$ cat src/hw/rtl/rgb_hsv_color_classifier_unit_macros.svh
// assertion macros shared by the classifier modules
`ifndef RGB_HSV_COLOR_CLASSIFIER_UNIT_MACROS_SVH
`define RGB_HSV_COLOR_CLASSIFIER_UNIT_MACROS_SVH

// check that holds at every clock edge outside reset
`define RHC_ASSERT_ALWAYS(lbl, cond, msg) \
  lbl: assert property (@(posedge clk) disable iff (rst) (cond)) else $error(msg);

// implication check, antecedent and consequent given as one property
`define RHC_ASSERT_IMPL(lbl, prop, msg) \
  lbl: assert property (@(posedge clk) disable iff (rst) prop) else $error(msg);

`endif

$ cat src/hw/rtl/rhc_pkg.sv
// types and constants for the rgb/hsv color classifier
`timescale 1ns / 1ps
package rhc_pkg;

  localparam int CHANNEL_BITS  = 16;
  localparam int HUE_FRAC_BITS = 4;

  localparam int CB    = CHANNEL_BITS;
  // t is below 6 * delta
  localparam int T_W   = CB + 3;
  // t * 60 for class tests
  localparam int H_W   = T_W + 6;
  // t * 60 * 2^frac, hue dividend
  localparam int HN_W  = T_W + 6 + HUE_FRAC_BITS;
  // hue quotient bits: 360 * 2^frac fits
  localparam int HUE_W = 9 + HUE_FRAC_BITS;
  localparam int SAT_W = 9;
  localparam int S_W   = CB + SAT_W;

  // class codes
  localparam logic [1:0] CLS_NONE  = 2'd0;
  localparam logic [1:0] CLS_RED   = 2'd1;
  localparam logic [1:0] CLS_GREEN = 2'd2;
  localparam logic [1:0] CLS_BLUE  = 2'd3;

  // register indexes
  localparam logic [1:0] REG_MIN_SAT  = 2'd0;
  localparam logic [1:0] REG_NEAR     = 2'd1;
  localparam logic [1:0] REG_DARK     = 2'd2;

  typedef struct packed {
    logic [8:0]  min_saturation;
    logic [7:0]  near_proximity;
    logic [15:0] dark_ambient;
  } cfg_t;

  // item passed from the front to the divide pipeline
  typedef struct packed {
    logic [HN_W-1:0] hue_num;
    logic [CB-1:0]   delta;
    logic [CB-1:0]   mx;
    logic [1:0]      cls;
  } entry_t;

endpackage

$ cat src/hw/rtl/rhc_front.sv
// front: takes an item, finds max/min/sector and the color class
`timescale 1ns / 1ps
module rhc_front
  import rhc_pkg::*;
(
  input  logic        clk,
  input  logic        rst,
  input  cfg_t        cfg,
  input  logic        in_valid,
  output logic        in_ready,
  input  logic [15:0] red,
  input  logic [15:0] green,
  input  logic [15:0] blue,
  input  logic [15:0] ambient,
  input  logic [7:0]  proximity,
  input  logic        proximity_ok,
  output logic        f_valid,
  input  logic        f_ready,
  output entry_t      f_entry
);

  logic [CB-1:0]  mx, mn, dl;
  logic [T_W-1:0] t;
  logic [H_W-1:0] h60;
  logic           near, low_sat, dark;
  logic [1:0]     cls;
  entry_t         ent;

  function automatic logic [H_W-1:0] kd(input int k, input logic [CB-1:0] d);
    kd = H_W'(k) * H_W'(d);
  endfunction

  // max, min and hue sector numerator
  always_comb begin
    mx = (red > green) ? red : green;
    mx = (mx > blue) ? mx : blue;
    mn = (red < green) ? red : green;
    mn = (mn < blue) ? mn : blue;
    dl = mx - mn;
    if (dl == '0) begin
      t = '0;
    end else if (red == mx) begin
      if (green >= blue) t = T_W'(green - blue);
      else t = T_W'(6) * T_W'(dl) - T_W'(blue - green);
    end else if (green == mx) begin
      t = T_W'(2) * T_W'(dl) + T_W'(blue) - T_W'(red);
    end else begin
      t = T_W'(4) * T_W'(dl) + T_W'(red) - T_W'(green);
    end
    h60 = H_W'(t) * H_W'(60);
  end

  // class by exact cross-multiplied bounds
  always_comb begin
    near    = proximity_ok && (proximity >= cfg.near_proximity);
    dark    = ambient < cfg.dark_ambient;
    low_sat = (S_W'(dl) << 8) < (S_W'(cfg.min_saturation) * S_W'(mx));
    if (low_sat || (near && dark)) cls = CLS_NONE;
    else if (h60 > kd(85, dl) && h60 < kd(165, dl)) cls = CLS_GREEN;
    else if (h60 > kd(175, dl) && h60 < kd(270, dl)) cls = CLS_BLUE;
    else if (h60 > kd(330, dl) || h60 < kd(30, dl)) cls = CLS_RED;
    else cls = CLS_NONE;
    ent.hue_num = HN_W'(t) * HN_W'(60 * (1 << HUE_FRAC_BITS));
    ent.delta   = dl;
    ent.mx      = mx;
    ent.cls     = cls;
  end

  assign in_ready = !f_valid || f_ready;

  // output register
  always_ff @(posedge clk) begin
    if (rst) begin
      f_valid <= 1'b0;
    end else if (in_ready) begin
      f_valid <= in_valid;
    end
  end

  always_ff @(posedge clk) begin
    if (in_ready && in_valid) begin
      f_entry <= ent;
    end
  end

endmodule

$ cat src/hw/rtl/rhc_fifo.sv
// short queue between front and divide pipeline
`timescale 1ns / 1ps
module rhc_fifo
  import rhc_pkg::*;
(
  input  logic   clk,
  input  logic   rst,
  input  logic   push,
  input  entry_t push_entry,
  output logic   full,
  input  logic   pop,
  output logic   empty,
  output entry_t head
);

  localparam int DEPTH = 4;
  localparam int PW = $clog2(DEPTH);

  entry_t        mem [DEPTH];
  logic [PW-1:0] wr_ptr, rd_ptr;
  logic [PW:0]   count;
  logic          do_push, do_pop;

  assign full    = count == (PW+1)'(DEPTH);
  assign empty   = count == '0;
  assign do_push = push && !full;
  assign do_pop  = pop && !empty;
  assign head    = mem[rd_ptr];

  // pointers and fill count
  always_ff @(posedge clk) begin
    if (rst) begin
      wr_ptr <= '0;
      rd_ptr <= '0;
      count  <= '0;
    end else begin
      if (do_push) wr_ptr <= wr_ptr + 1'b1;
      if (do_pop) rd_ptr <= rd_ptr + 1'b1;
      count <= count + (PW+1)'(do_push) - (PW+1)'(do_pop);
    end
  end

  // storage
  always_ff @(posedge clk) begin
    if (do_push) begin
      mem[wr_ptr] <= push_entry;
    end
  end

endmodule

$ cat src/hw/rtl/rhc_back.sv
// back: pipelined restoring dividers for hue and saturation
`timescale 1ns / 1ps
`include "rgb_hsv_color_classifier_unit_macros.svh"
module rhc_back
  import rhc_pkg::*;
(
  input  logic              clk,
  input  logic              rst,
  input  logic              q_empty,
  input  entry_t            q_head,
  output logic              q_pop,
  output logic              out_valid,
  input  logic              out_ready,
  output logic [HUE_W-1:0]  hue,
  output logic [SAT_W-1:0]  saturation,
  output logic [15:0]       brightness,
  output logic [1:0]        color_class
);

  localparam int STG = HUE_W;

  logic [STG:0]      v;
  logic [CB-1:0]     rh [STG+1];
  logic [HUE_W-1:0]  nh [STG+1];
  logic [HUE_W-1:0]  qh [STG+1];
  logic [CB-1:0]     rs [STG+1];
  logic [SAT_W-1:0]  ns [STG+1];
  logic [SAT_W-1:0]  qs [STG+1];
  logic [CB-1:0]     dl [STG+1];
  logic [CB-1:0]     mx [STG+1];
  logic [1:0]        cl [STG+1];
  logic              advance;
  logic [CB:0]       th [STG];
  logic [CB:0]       ts [STG];

  assign advance = !v[STG] || out_ready;
  assign q_pop   = advance;

  // one hue quotient bit per stage, a saturation bit only in the first SAT_W stages
  always_comb begin
    for (int k = 0; k < STG; k++) begin
      th[k] = {rh[k], nh[k][HUE_W-1]};
      ts[k] = {rs[k], ns[k][SAT_W-1]};
    end
  end

  // valid bits
  always_ff @(posedge clk) begin
    if (rst) begin
      v <= '0;
    end else if (advance) begin
      v <= {v[STG-1:0], !q_empty};
    end
  end

  // stage data
  always_ff @(posedge clk) begin
    if (advance) begin
      rh[0] <= q_head.hue_num[HN_W-1:HUE_W];
      nh[0] <= q_head.hue_num[HUE_W-1:0];
      qh[0] <= '0;
      rs[0] <= q_head.delta >> 1;
      ns[0] <= {q_head.delta[0], {(SAT_W-1){1'b0}}};
      qs[0] <= '0;
      dl[0] <= q_head.delta;
      mx[0] <= q_head.mx;
      cl[0] <= q_head.cls;
      for (int k = 0; k < STG; k++) begin
        dl[k+1] <= dl[k];
        mx[k+1] <= mx[k];
        cl[k+1] <= cl[k];
        nh[k+1] <= nh[k] << 1;
        if (th[k] >= {1'b0, dl[k]}) begin
          rh[k+1] <= CB'(th[k] - {1'b0, dl[k]});
          qh[k+1] <= {qh[k][HUE_W-2:0], 1'b1};
        end else begin
          rh[k+1] <= th[k][CB-1:0];
          qh[k+1] <= {qh[k][HUE_W-2:0], 1'b0};
        end
        if (k < SAT_W) begin
          ns[k+1] <= ns[k] << 1;
          if (ts[k] >= {1'b0, mx[k]}) begin
            rs[k+1] <= CB'(ts[k] - {1'b0, mx[k]});
            qs[k+1] <= {qs[k][SAT_W-2:0], 1'b1};
          end else begin
            rs[k+1] <= ts[k][CB-1:0];
            qs[k+1] <= {qs[k][SAT_W-2:0], 1'b0};
          end
        end else begin
          ns[k+1] <= ns[k];
          rs[k+1] <= rs[k];
          qs[k+1] <= qs[k];
        end
      end
    end
  end

  // gray input gives zero hue and saturation
  assign out_valid   = v[STG];
  assign hue         = (dl[STG] == '0) ? '0 : qh[STG];
  assign saturation  = (dl[STG] == '0) ? '0 : qs[STG];
  assign brightness  = mx[STG];
  assign color_class = cl[STG];

  `RHC_ASSERT_IMPL(a_stall_freeze, (v[STG] && !out_ready) |=> (v[STG] && $stable(qh[STG])), "pipeline moved under stall")
  `RHC_ASSERT_IMPL(a_sat_range, v[STG] |-> (saturation <= SAT_W'(256)), "saturation above one")
  `RHC_ASSERT_IMPL(a_hue_range, v[STG] |-> (hue < HUE_W'(360 << HUE_FRAC_BITS)), "hue out of range")

endmodule

$ cat src/hw/rtl/rgb_hsv_color_classifier_unit.sv
// top level of the rgb/hsv color classifier
//
// Input channel (in_valid/in_ready): one reading per item, red, green, blue,
// ambient, proximity and proximity_ok. Output channel (out_valid/out_ready):
// one result per item, hue in 1/16 degree, saturation in Q8, brightness
// (max channel) and color_class (0 none, 1 red, 2 green, 3 blue).
// Configuration: cfg_we with cfg_index 0 min_saturation, 1 near_proximity,
// 2 dark_ambient, data in the low bits of cfg_data; write only while idle.
// Throughput is one item per clock unless out_ready stalls the output. An
// accepted item passes in order through one front register, one queue
// slot, a load stage, then 13 divide stages that each yield one hue
// quotient bit (and the first 9 one saturation bit).
// When out_ready is low with a result waiting, the whole divide pipeline
// holds; the 4-entry queue and the front register take items until full,
// then in_ready drops. Reset empties the pipeline and queue and loads the
// register defaults: min_saturation 128, near_proximity 88, dark_ambient 200.
`timescale 1ns / 1ps
module rgb_hsv_color_classifier_unit
  import rhc_pkg::*;
(
  input  logic        clk,
  input  logic        rst,
  input  logic        cfg_we,
  input  logic [1:0]  cfg_index,
  input  logic [15:0] cfg_data,
  input  logic        in_valid,
  output logic        in_ready,
  input  logic [15:0] red,
  input  logic [15:0] green,
  input  logic [15:0] blue,
  input  logic [15:0] ambient,
  input  logic [7:0]  proximity,
  input  logic        proximity_ok,
  output logic        out_valid,
  input  logic        out_ready,
  output logic [12:0] hue,
  output logic [8:0]  saturation,
  output logic [15:0] brightness,
  output logic [1:0]  color_class
);

  cfg_t   cfg;
  logic   f_valid, q_full, q_empty, q_pop;
  entry_t f_entry, q_head;

  // configuration registers
  always_ff @(posedge clk) begin
    if (rst) begin
      cfg.min_saturation <= 9'd128;
      cfg.near_proximity <= 8'd88;
      cfg.dark_ambient   <= 16'd200;
    end else if (cfg_we) begin
      case (cfg_index)
        REG_MIN_SAT: cfg.min_saturation <= cfg_data[8:0];
        REG_NEAR:    cfg.near_proximity <= cfg_data[7:0];
        REG_DARK:    cfg.dark_ambient   <= cfg_data;
        default:     ;
      endcase
    end
  end

  rhc_front u_front (
    .clk(clk), .rst(rst), .cfg(cfg),
    .in_valid(in_valid), .in_ready(in_ready),
    .red(red), .green(green), .blue(blue), .ambient(ambient),
    .proximity(proximity), .proximity_ok(proximity_ok),
    .f_valid(f_valid), .f_ready(!q_full), .f_entry(f_entry)
  );

  rhc_fifo u_fifo (
    .clk(clk), .rst(rst),
    .push(f_valid), .push_entry(f_entry), .full(q_full),
    .pop(q_pop), .empty(q_empty), .head(q_head)
  );

  rhc_back u_back (
    .clk(clk), .rst(rst),
    .q_empty(q_empty), .q_head(q_head), .q_pop(q_pop),
    .out_valid(out_valid), .out_ready(out_ready),
    .hue(hue), .saturation(saturation), .brightness(brightness),
    .color_class(color_class)
  );

endmodule
$ cat config.mk
export PLATFORM = sky130hd
export DESIGN_NAME = rgb_hsv_color_classifier_unit
export DESIGN_NICKNAME = d
export VERILOG_FILES = /design/src/hw/rtl/rhc_pkg.sv /design/src/hw/rtl/rhc_front.sv /design/src/hw/rtl/rhc_fifo.sv /design/src/hw/rtl/rhc_back.sv /design/src/hw/rtl/rgb_hsv_color_classifier_unit.sv
export VERILOG_INCLUDE_DIRS = /design/src /design/src/hw/rtl
export SDC_FILE = /design/constraint.sdc
export NUM_CORES = 2
export LEC_CHECK = 0
export ABC_AREA = 1
export BUFFER_PORTS_ARGS = -buffer_cell sky130_fd_sc_hd__buf_2
export CAP_MARGIN = 10
export CORE_MARGIN = 10
export CORE_UTILIZATION = 65
export CTS_BUF_LIST = sky130_fd_sc_hd__clkbuf_16
export CTS_CLUSTER_SIZE = 20
export DETAILED_ROUTE_END_ITERATION = 8
export GPL_ROUTABILITY_DRIVEN = 1
export GPL_TIMING_DRIVEN = 0
export PLACE_DENSITY = 0.82
export SYNTH_ARGS = -nofsm -noshare
export SYNTH_HDL_FRONTEND = slang
export SYNTH_SLANG_ARGS = --single-unit
$ cat constraint.sdc
create_clock -name clk -period 21.4 [get_ports clk]
set_input_delay 1.07 -clock clk [delete_from_list [all_inputs] [get_ports clk]]
set_output_delay 1.07 -clock clk [all_outputs]
set_load 0.005 [all_outputs]
# Word level (Yosys, flattened, before mapping)
# Memories as Yosys holds them, arrays and structs flattened. A register that Yosys moved wholly into a read port is not among the register bits.
# Index checks and enable logic that the tools add are counted.
totals:
  latchBits: 0
  elab_cells: 370
  output_inout_bits: 42
  ramBits: 1768
  inputBits: 96
  reg_bits: 112
  memories: 10
  mem_bits_ro: 0
mem_list:
  columns: ["memory", "words", "word_bits", "read_ports", "rd_clocked_by_memory_dff", "wr", "line_no", "rtl"]
  rows:
  - ["u_fifo.mem", 4, 57, 1, 1, 1, "rhc_fifo.sv:19", "entry_t mem [DEPTH];"]
  - ["u_back.dl", 14, 16, 14, 0, 14, "rhc_back.sv:29", "logic [CB-1:0] dl [STG+1];"]
  - ["u_back.mx", 14, 16, 14, 0, 14, "rhc_back.sv:30", "logic [CB-1:0] mx [STG+1];"]
  - ["u_back.rh", 14, 16, 13, 0, 14, "rhc_back.sv:23", "logic [CB-1:0] rh [STG+1];"]
  - ["u_back.rs", 14, 16, 13, 0, 14, "rhc_back.sv:26", "logic [CB-1:0] rs [STG+1];"]
  - ["u_back.nh", 14, 13, 13, 0, 14, "rhc_back.sv:24", "logic [HUE_W-1:0] nh [STG+1];"]
  - ["+4 memories", null, null, null, null, null, null, null]
op_classes:
  n_mux: 195
  n_mul: 10
  add_sub_neg: 34
  n_eq_ne: 5
  shifts: 0
  div: 0
  n_reduce_logical: 23
  bitwise_logic: 44
  order_cmp: 36
op_table:
  columns: ["op", "n"]
  rows:
  - ["$mux W16", 26]
  - ["$ge A17 B16 Y1", 22]
  - ["$sub A16 B16 Y16", 23]
  - ["$mux W13", 14]
  - ["$mux W1", 137]
  - ["$mul A8 B16 Y24 const A", 4]
  - ["$mux W9", 10]
  - ["$mux W19", 4]
  - ["$lt A16 B16 Y1", 3]
  - ["$mul A19 B4 Y23 const B", 2]
  - ["$or A1 B1 Y1", 44]
  - ["$sub A19 B16 Y19", 2]
  - ["$sub A16 B16 Y17", 2]
  - ["$eq A16 B16 Y1", 2]
  - ["$gt A16 B16 Y1", 2]
  - ["$logic_not A16 Y1", 2]
  - ["$gt A25 B23 Y1", 1]
  - ["$gt A25 B24 Y1", 1]
  - ["$gt A25 B25 Y1", 1]
  - ["$lt A24 B25 Y1", 1]
  - ["$lt A25 B21 Y1", 1]
  - ["$lt A25 B24 Y1", 1]
  - ["$lt A25 B25 Y1", 1]
  - ["$mul A9 B16 Y25", 1]
  - ["other kinds (22)", 40]

# Longest topological paths before layout
depth:
  depth_word: 16
  depth_mapped: 90
  ltp_nobuf: 86

# Cells and area by module
# From an unflattened synthesis, not the netlist that was laid out.
unflattened:
  cells_unflattened: 11443
  hier_area_um2: 101188.3
modules_own_cells:
  columns: ["module", "instances", "cells_per_inst", "seq_area_each_um2", "area_per_inst_um2"]
  rows:
  - ["rhc_back", 1, 6802, 32541.2, 60640.7]
  - ["rhc_front", 1, 3760, 1731.7, 28984.0]
  - ["rhc_fifo", 1, 678, 7747.4, 10174.8]
  - ["rgb_hsv_color_classifier_unit", 1, 203, 660.6, 1388.8]

# Worst setup path after synthesis
# Ideal clock, no wire load.
synth_path:
  kind: "input to register"
  startpoint: "input port out_ready"
  endpoint: "memory u_back.qh[13][0] (netlist name), data pin"
  required_time_ps: 20565
  setup_time_ps: 835
  n_path_buf: 3
  arrival_time_ps: 14620
  stages: 6
  setup_slack_ps: 5945
  cell_sequence: "nor2_1 -> clkbuf_1 -> clkbuf_1 -> clkinv_1 -> clkbuf_1 -> o2111ai_1"
synth_rtl:
  columns: ["item", "line_no", "rtl"]
  rows:
  - ["start: declaration", "rgb_hsv_color_classifier_unit.sv:35", "input logic out_ready,"]
  - ["end: declaration", "rhc_back.sv:25", "logic [HUE_W-1:0] qh [STG+1];"]

# Final worst setup path
layout_path:
  startpoint: "input port red[0]"
  endpoint: "register u_front.f_entry[0] (netlist name)"
layout_between:
  elab_chain_len: 15
  elab_cells_between_ends: 44
  cone_classes: "add/sub (6); mul (9); order compare (11); eq/ne (2); mux (10); reduce/logical (6)"
layout_rtl:
  columns: ["item", "line_no", "rtl"]
  rows:
  - ["start: declaration", "rgb_hsv_color_classifier_unit.sv:28", "input logic [15:0] red,"]
  - ["$gt A16 B16 Y1 / $lt A16 B16 Y1 (equally long branches)", "rhc_front.sv:35, rhc_front.sv:37", null]
  - ["$mux W16 (on tied branches)", "rhc_front.sv:35, rhc_front.sv:37", null]
  - ["$gt A16 B16 Y1 / $lt A16 B16 Y1 (equally long branches)", "rhc_front.sv:36, rhc_front.sv:38", null]
  - ["$mux W16 (on tied branches)", "rhc_front.sv:36, rhc_front.sv:38", null]
  - ["$sub A16 B16 Y16 (*)", "rhc_front.sv:39", "dl = mx - mn;"]
  - ["named net u_front.dl[4]", "rhc_front.sv:22", "logic [CB-1:0] mx, mn, dl;"]
  - ["$mul A2 B16 Y18 (tied with other cells)", "rhc_front.sv:44", "else t = T_W'(6) * T_W'(dl) - T_W'(blue - green);"]
  - ["$sub A19 B19 Y19 (tied with other cells)", "rhc_front.sv:44", null]
  - ["$mux W19 (on tied branches)", "rhc_front.sv:43, rhc_front.sv:45", null]
  - ["$mux W19", "rhc_front.sv:42", "end else if (red == mx) begin"]
  - ["$mux W19", "rhc_front.sv:40", "if (dl == '0) begin"]
  - ["$mul A19 B4 Y23", "rhc_front.sv:50", "h60 = H_W'(t) * H_W'(60);"]
  - ["$gt A25 B25 Y1 / $lt A25 B21 Y1 (equally long branches)", "rhc_front.sv:61", "else if (h60 > kd(330, dl) || h60 < kd(30, dl)) cls = CLS_RED;"]
  - ["$logic_or A1 B1 Y1", "rhc_front.sv:61", null]
  - ["$mux W1", "rhc_front.sv:61", null]
  - ["$mux W2", "rhc_front.sv:60", "else if (h60 > kd(175, dl) && h60 < kd(270, dl)) cls = CLS_BLUE;"]
# Mark *: on every way through the listed nets, which the timed path passes. The rest lies on a longest branch.
# A chain may end at the register's enable or synchronous reset.

==> reports/results.txt <==
Run status: finished, final reports clean
Final Hold Fails: 0
Initial core utilization: 65.2%
Hold path start: u_back.cl[6][1]
R2R cell count: 30
Hold path depth: 0
Initial antenna violation count: 5
Vias in the first global route: 64.7k
Placed cells: 10.4k
# DRC: 0
M2 GR Usage: 53.7%
CP peak stage delay: 1.08 ns
Setup violation total in the final timing report: 0
FP Rows: 134
First-pass GRT wire length: 341,000 um
Cells after Synth: 8,458
Worst-Margin Slew: 1.39 ns
Max-slew violations: 0
Total wire length: 218,000 um
Hold Path Class: flop to flop
Die Wd: 385 um
CTS tree: built
Maximum clock frequency: 60.0 MHz
Avg Synthesized Cell Area: 10.3 um^2
H-tree levels: 3
Initial DRC count: 5,147
HPWL Detailed: 166,000 um
Final cell count without fillers: 10.6k
Crit path max-delay cell type: xnor2_1
Worst Setup SP: red[0]
Clock-pin slew on the worst setup and hold paths: 0.06 ns
Area delta synth->final: 8.82%
Post-route clock period utilization: 77.9%
Avg WL per Cell: 20.6 um
CTS root buffer: clkbuf_16
Antenna viol nets, final: 0
IO buf count: 137
Max Cap Viol: 0
Pin count of the biggest net entering global routing: 114
CTS Buffer Depth: 3
Relative slew slack: 6.50%
GRT overflow: 0
Post-synth cell types: 72
GR Layer Usage met3: 3.93%
Clock skew: 0.0310 ns
IO Pins: 138
Nets: 10.1k
Required time worst endpoint: 21.89 ns
Clk Latency, worst-skew pair: 0.75 ns
Vias per inst: 5.90
Share of layout cells above drive strength 1: 5.66%
GRT busiest layer: met2
CORE AREA: 133,000 um^2
Grt met1 use: 31.6%
Asr flop ratio synth: 0%
Chip height: 385 um
Final Hold Slack: 0.406 ns
Sequential fraction of the synthesis area: 46.2%
Post-layout min period: 16.67 ns
Synth Cell Area: 86,800 um^2
Number of synthesized flops with an enable pin: 1,295
Clock sink count: 1,354
Crit-path most repeated cell: nand2_1
# Post-CTS Setup Buffers: 0
Top_reg_cell synth: edfxtp_1
Fin util: 70.9%
Max Fanout on Critical Path: 15
First drt pass iteration count: 6
Setup repair after global routing missed its margin: false
Yosys warning count: 0
Total CTS buffers: 120
Syn_nets: 9,832
RePlAce Congestion: 0.982
Worst Path Arrival: 17.15 ns
Nature of the critical path endpoint: flop
Full die area: 149,000 um^2
FF+latch count, synth: 1,354
Vias: 62.7k
Critical path type: input pin to flop
Worst Setup Start Kind: input pin
Post-cts sizing count: 0
Worst R2R Start: cfg[26]
# hold bufs at CTS: 0
Total GRT Usage: 29.2%
==> critical path: cells and delay by family <==
| kind | cells | cell delay (ns) |
|---|---|---|
| fa+ha+maj | 11 | 4.04 |
| buf+inv | 17 | 3.60 |
| simple gates | 32 | 3.41 |
| xor+xnor | 4 | 2.03 |
| compound gates | 16 | 2.98 |
==> logic make-up after synthesis <==
group	after synthesis	share of synthesized area, %
simple gates	2246	10.9
compound gates	1625	10.3
xor+xnor	485	4.92
buf+inv	1469	6.49
flops	1354	46.2
fa+ha+maj	1279	21.2
==> synth_stat cells (all sizes together) (16+ instances only) <==
| cell type | number | share of area [%] |
|---|---|---|
| dfxtp | 59 | 1.4 |
| a21oi | 729 | 4.2 |
| a21o | 22 | 0.19 |
| o211ai | 21 | 0.18 |
| nor4 | 40 | 0.30 |
| inv | 1292 | 5.6 |
| o21a | 16 | 0.14 |
| edfxtp | 1295 | 45 |
| clkbuf | 135 | 0.58 |
| nand4 | 65 | 0.47 |
| fa | 317 | 7.3 |
| ha | 961 | 14 |
| nand2 | 1196 | 5.3 |
| o22ai | 60 | 0.43 |
| buf | 39 | 0.31 |
| a211oi | 19 | 0.16 |
| o21ai | 592 | 3.4 |
| nor3 | 59 | 0.34 |
| xnor2 | 226 | 2.3 |
| nor2 | 565 | 2.5 |
| xor2 | 259 | 2.6 |
| o21bai | 78 | 0.67 |
| nand3 | 269 | 1.6 |
==> cell usage in the layout, fill, tap and decap left out, types with 18 or more instances in the layout <==
cell type,count
ha_1,961
nor3_1,59
inv_2,26
inv_1,1286
nand2_2,27
fa_1,317
o21ai_1,25
clkbuf_16,120
nand3_1,257
nand2_1,1165
o21bai_1,78
buf_2,148
nor2_1,556
edfxtp_1,1295
xor2_1,255
nor4_1,38
o22ai_1,60
clkinv_1,24
nand4_1,65
dfxtp_1,59
buf_4,21
xnor2_1,226
o21ai_0,560
a211oi_1,19
bufinv_16,18
clkinv_2,25
a21oi_1,724
a21o_1,22
clkbuf_1,134
o211ai_1,21
==> final timing paths <==
path / to / slack [ns]
max: u_front.f_entry[0] / 4.73
min: u_back.cl[6][3] / 0.41
max reg2reg: u_front.f_entry[1] / 13.61
min reg2reg: u_back.cl[6][3] / 0.41
==> layout make-up <==
type,count,area [um^2]
buffer,174,776
multi-input combinational,5635,41100
antenna,1,2.50
inverter,1295,4870
clock inverter,107,1070
clock buffer,120,3000
timing repair buffer,163,1300
tap,1768,2210
fill,9252,38700
sequential,1354,40100
==> flip-flops by register name (all words and copies together) (netlist names), 57 cells and up, named ones only <==
name	cells
u_back.rh	208
u_back.mx	224
u_back.qs	81
u_back.qh	91
u_fifo.mem	228
u_back.rs	129
u_front.f_entry	57
u_back.dl	223
==> metal layers <==
metal	wire length (um)	vias to the layer above	share of wire, %
met3	11800	720	5.4
met4	14800	10	6.8
met1	78500	30000	36
li1	-	29500	-
met5	70	-	0.032
met2	113000	2450	52
==> per-stage QoR <==
step	worst slack, ns	cell area [um^2]	setup TNS [ns]
final	4.73	94400	0
after CTS	5.11	94400	0
after detailed placement	4.35	90300	0
after global placement	-3.61	89700	-88.72
after global routing	3.60	94400	0
after floorplan	5.95	86800	0
Power is not shown: default switching activity piles up to over one toggle a cycle in this logic, so the estimate is an artifact.
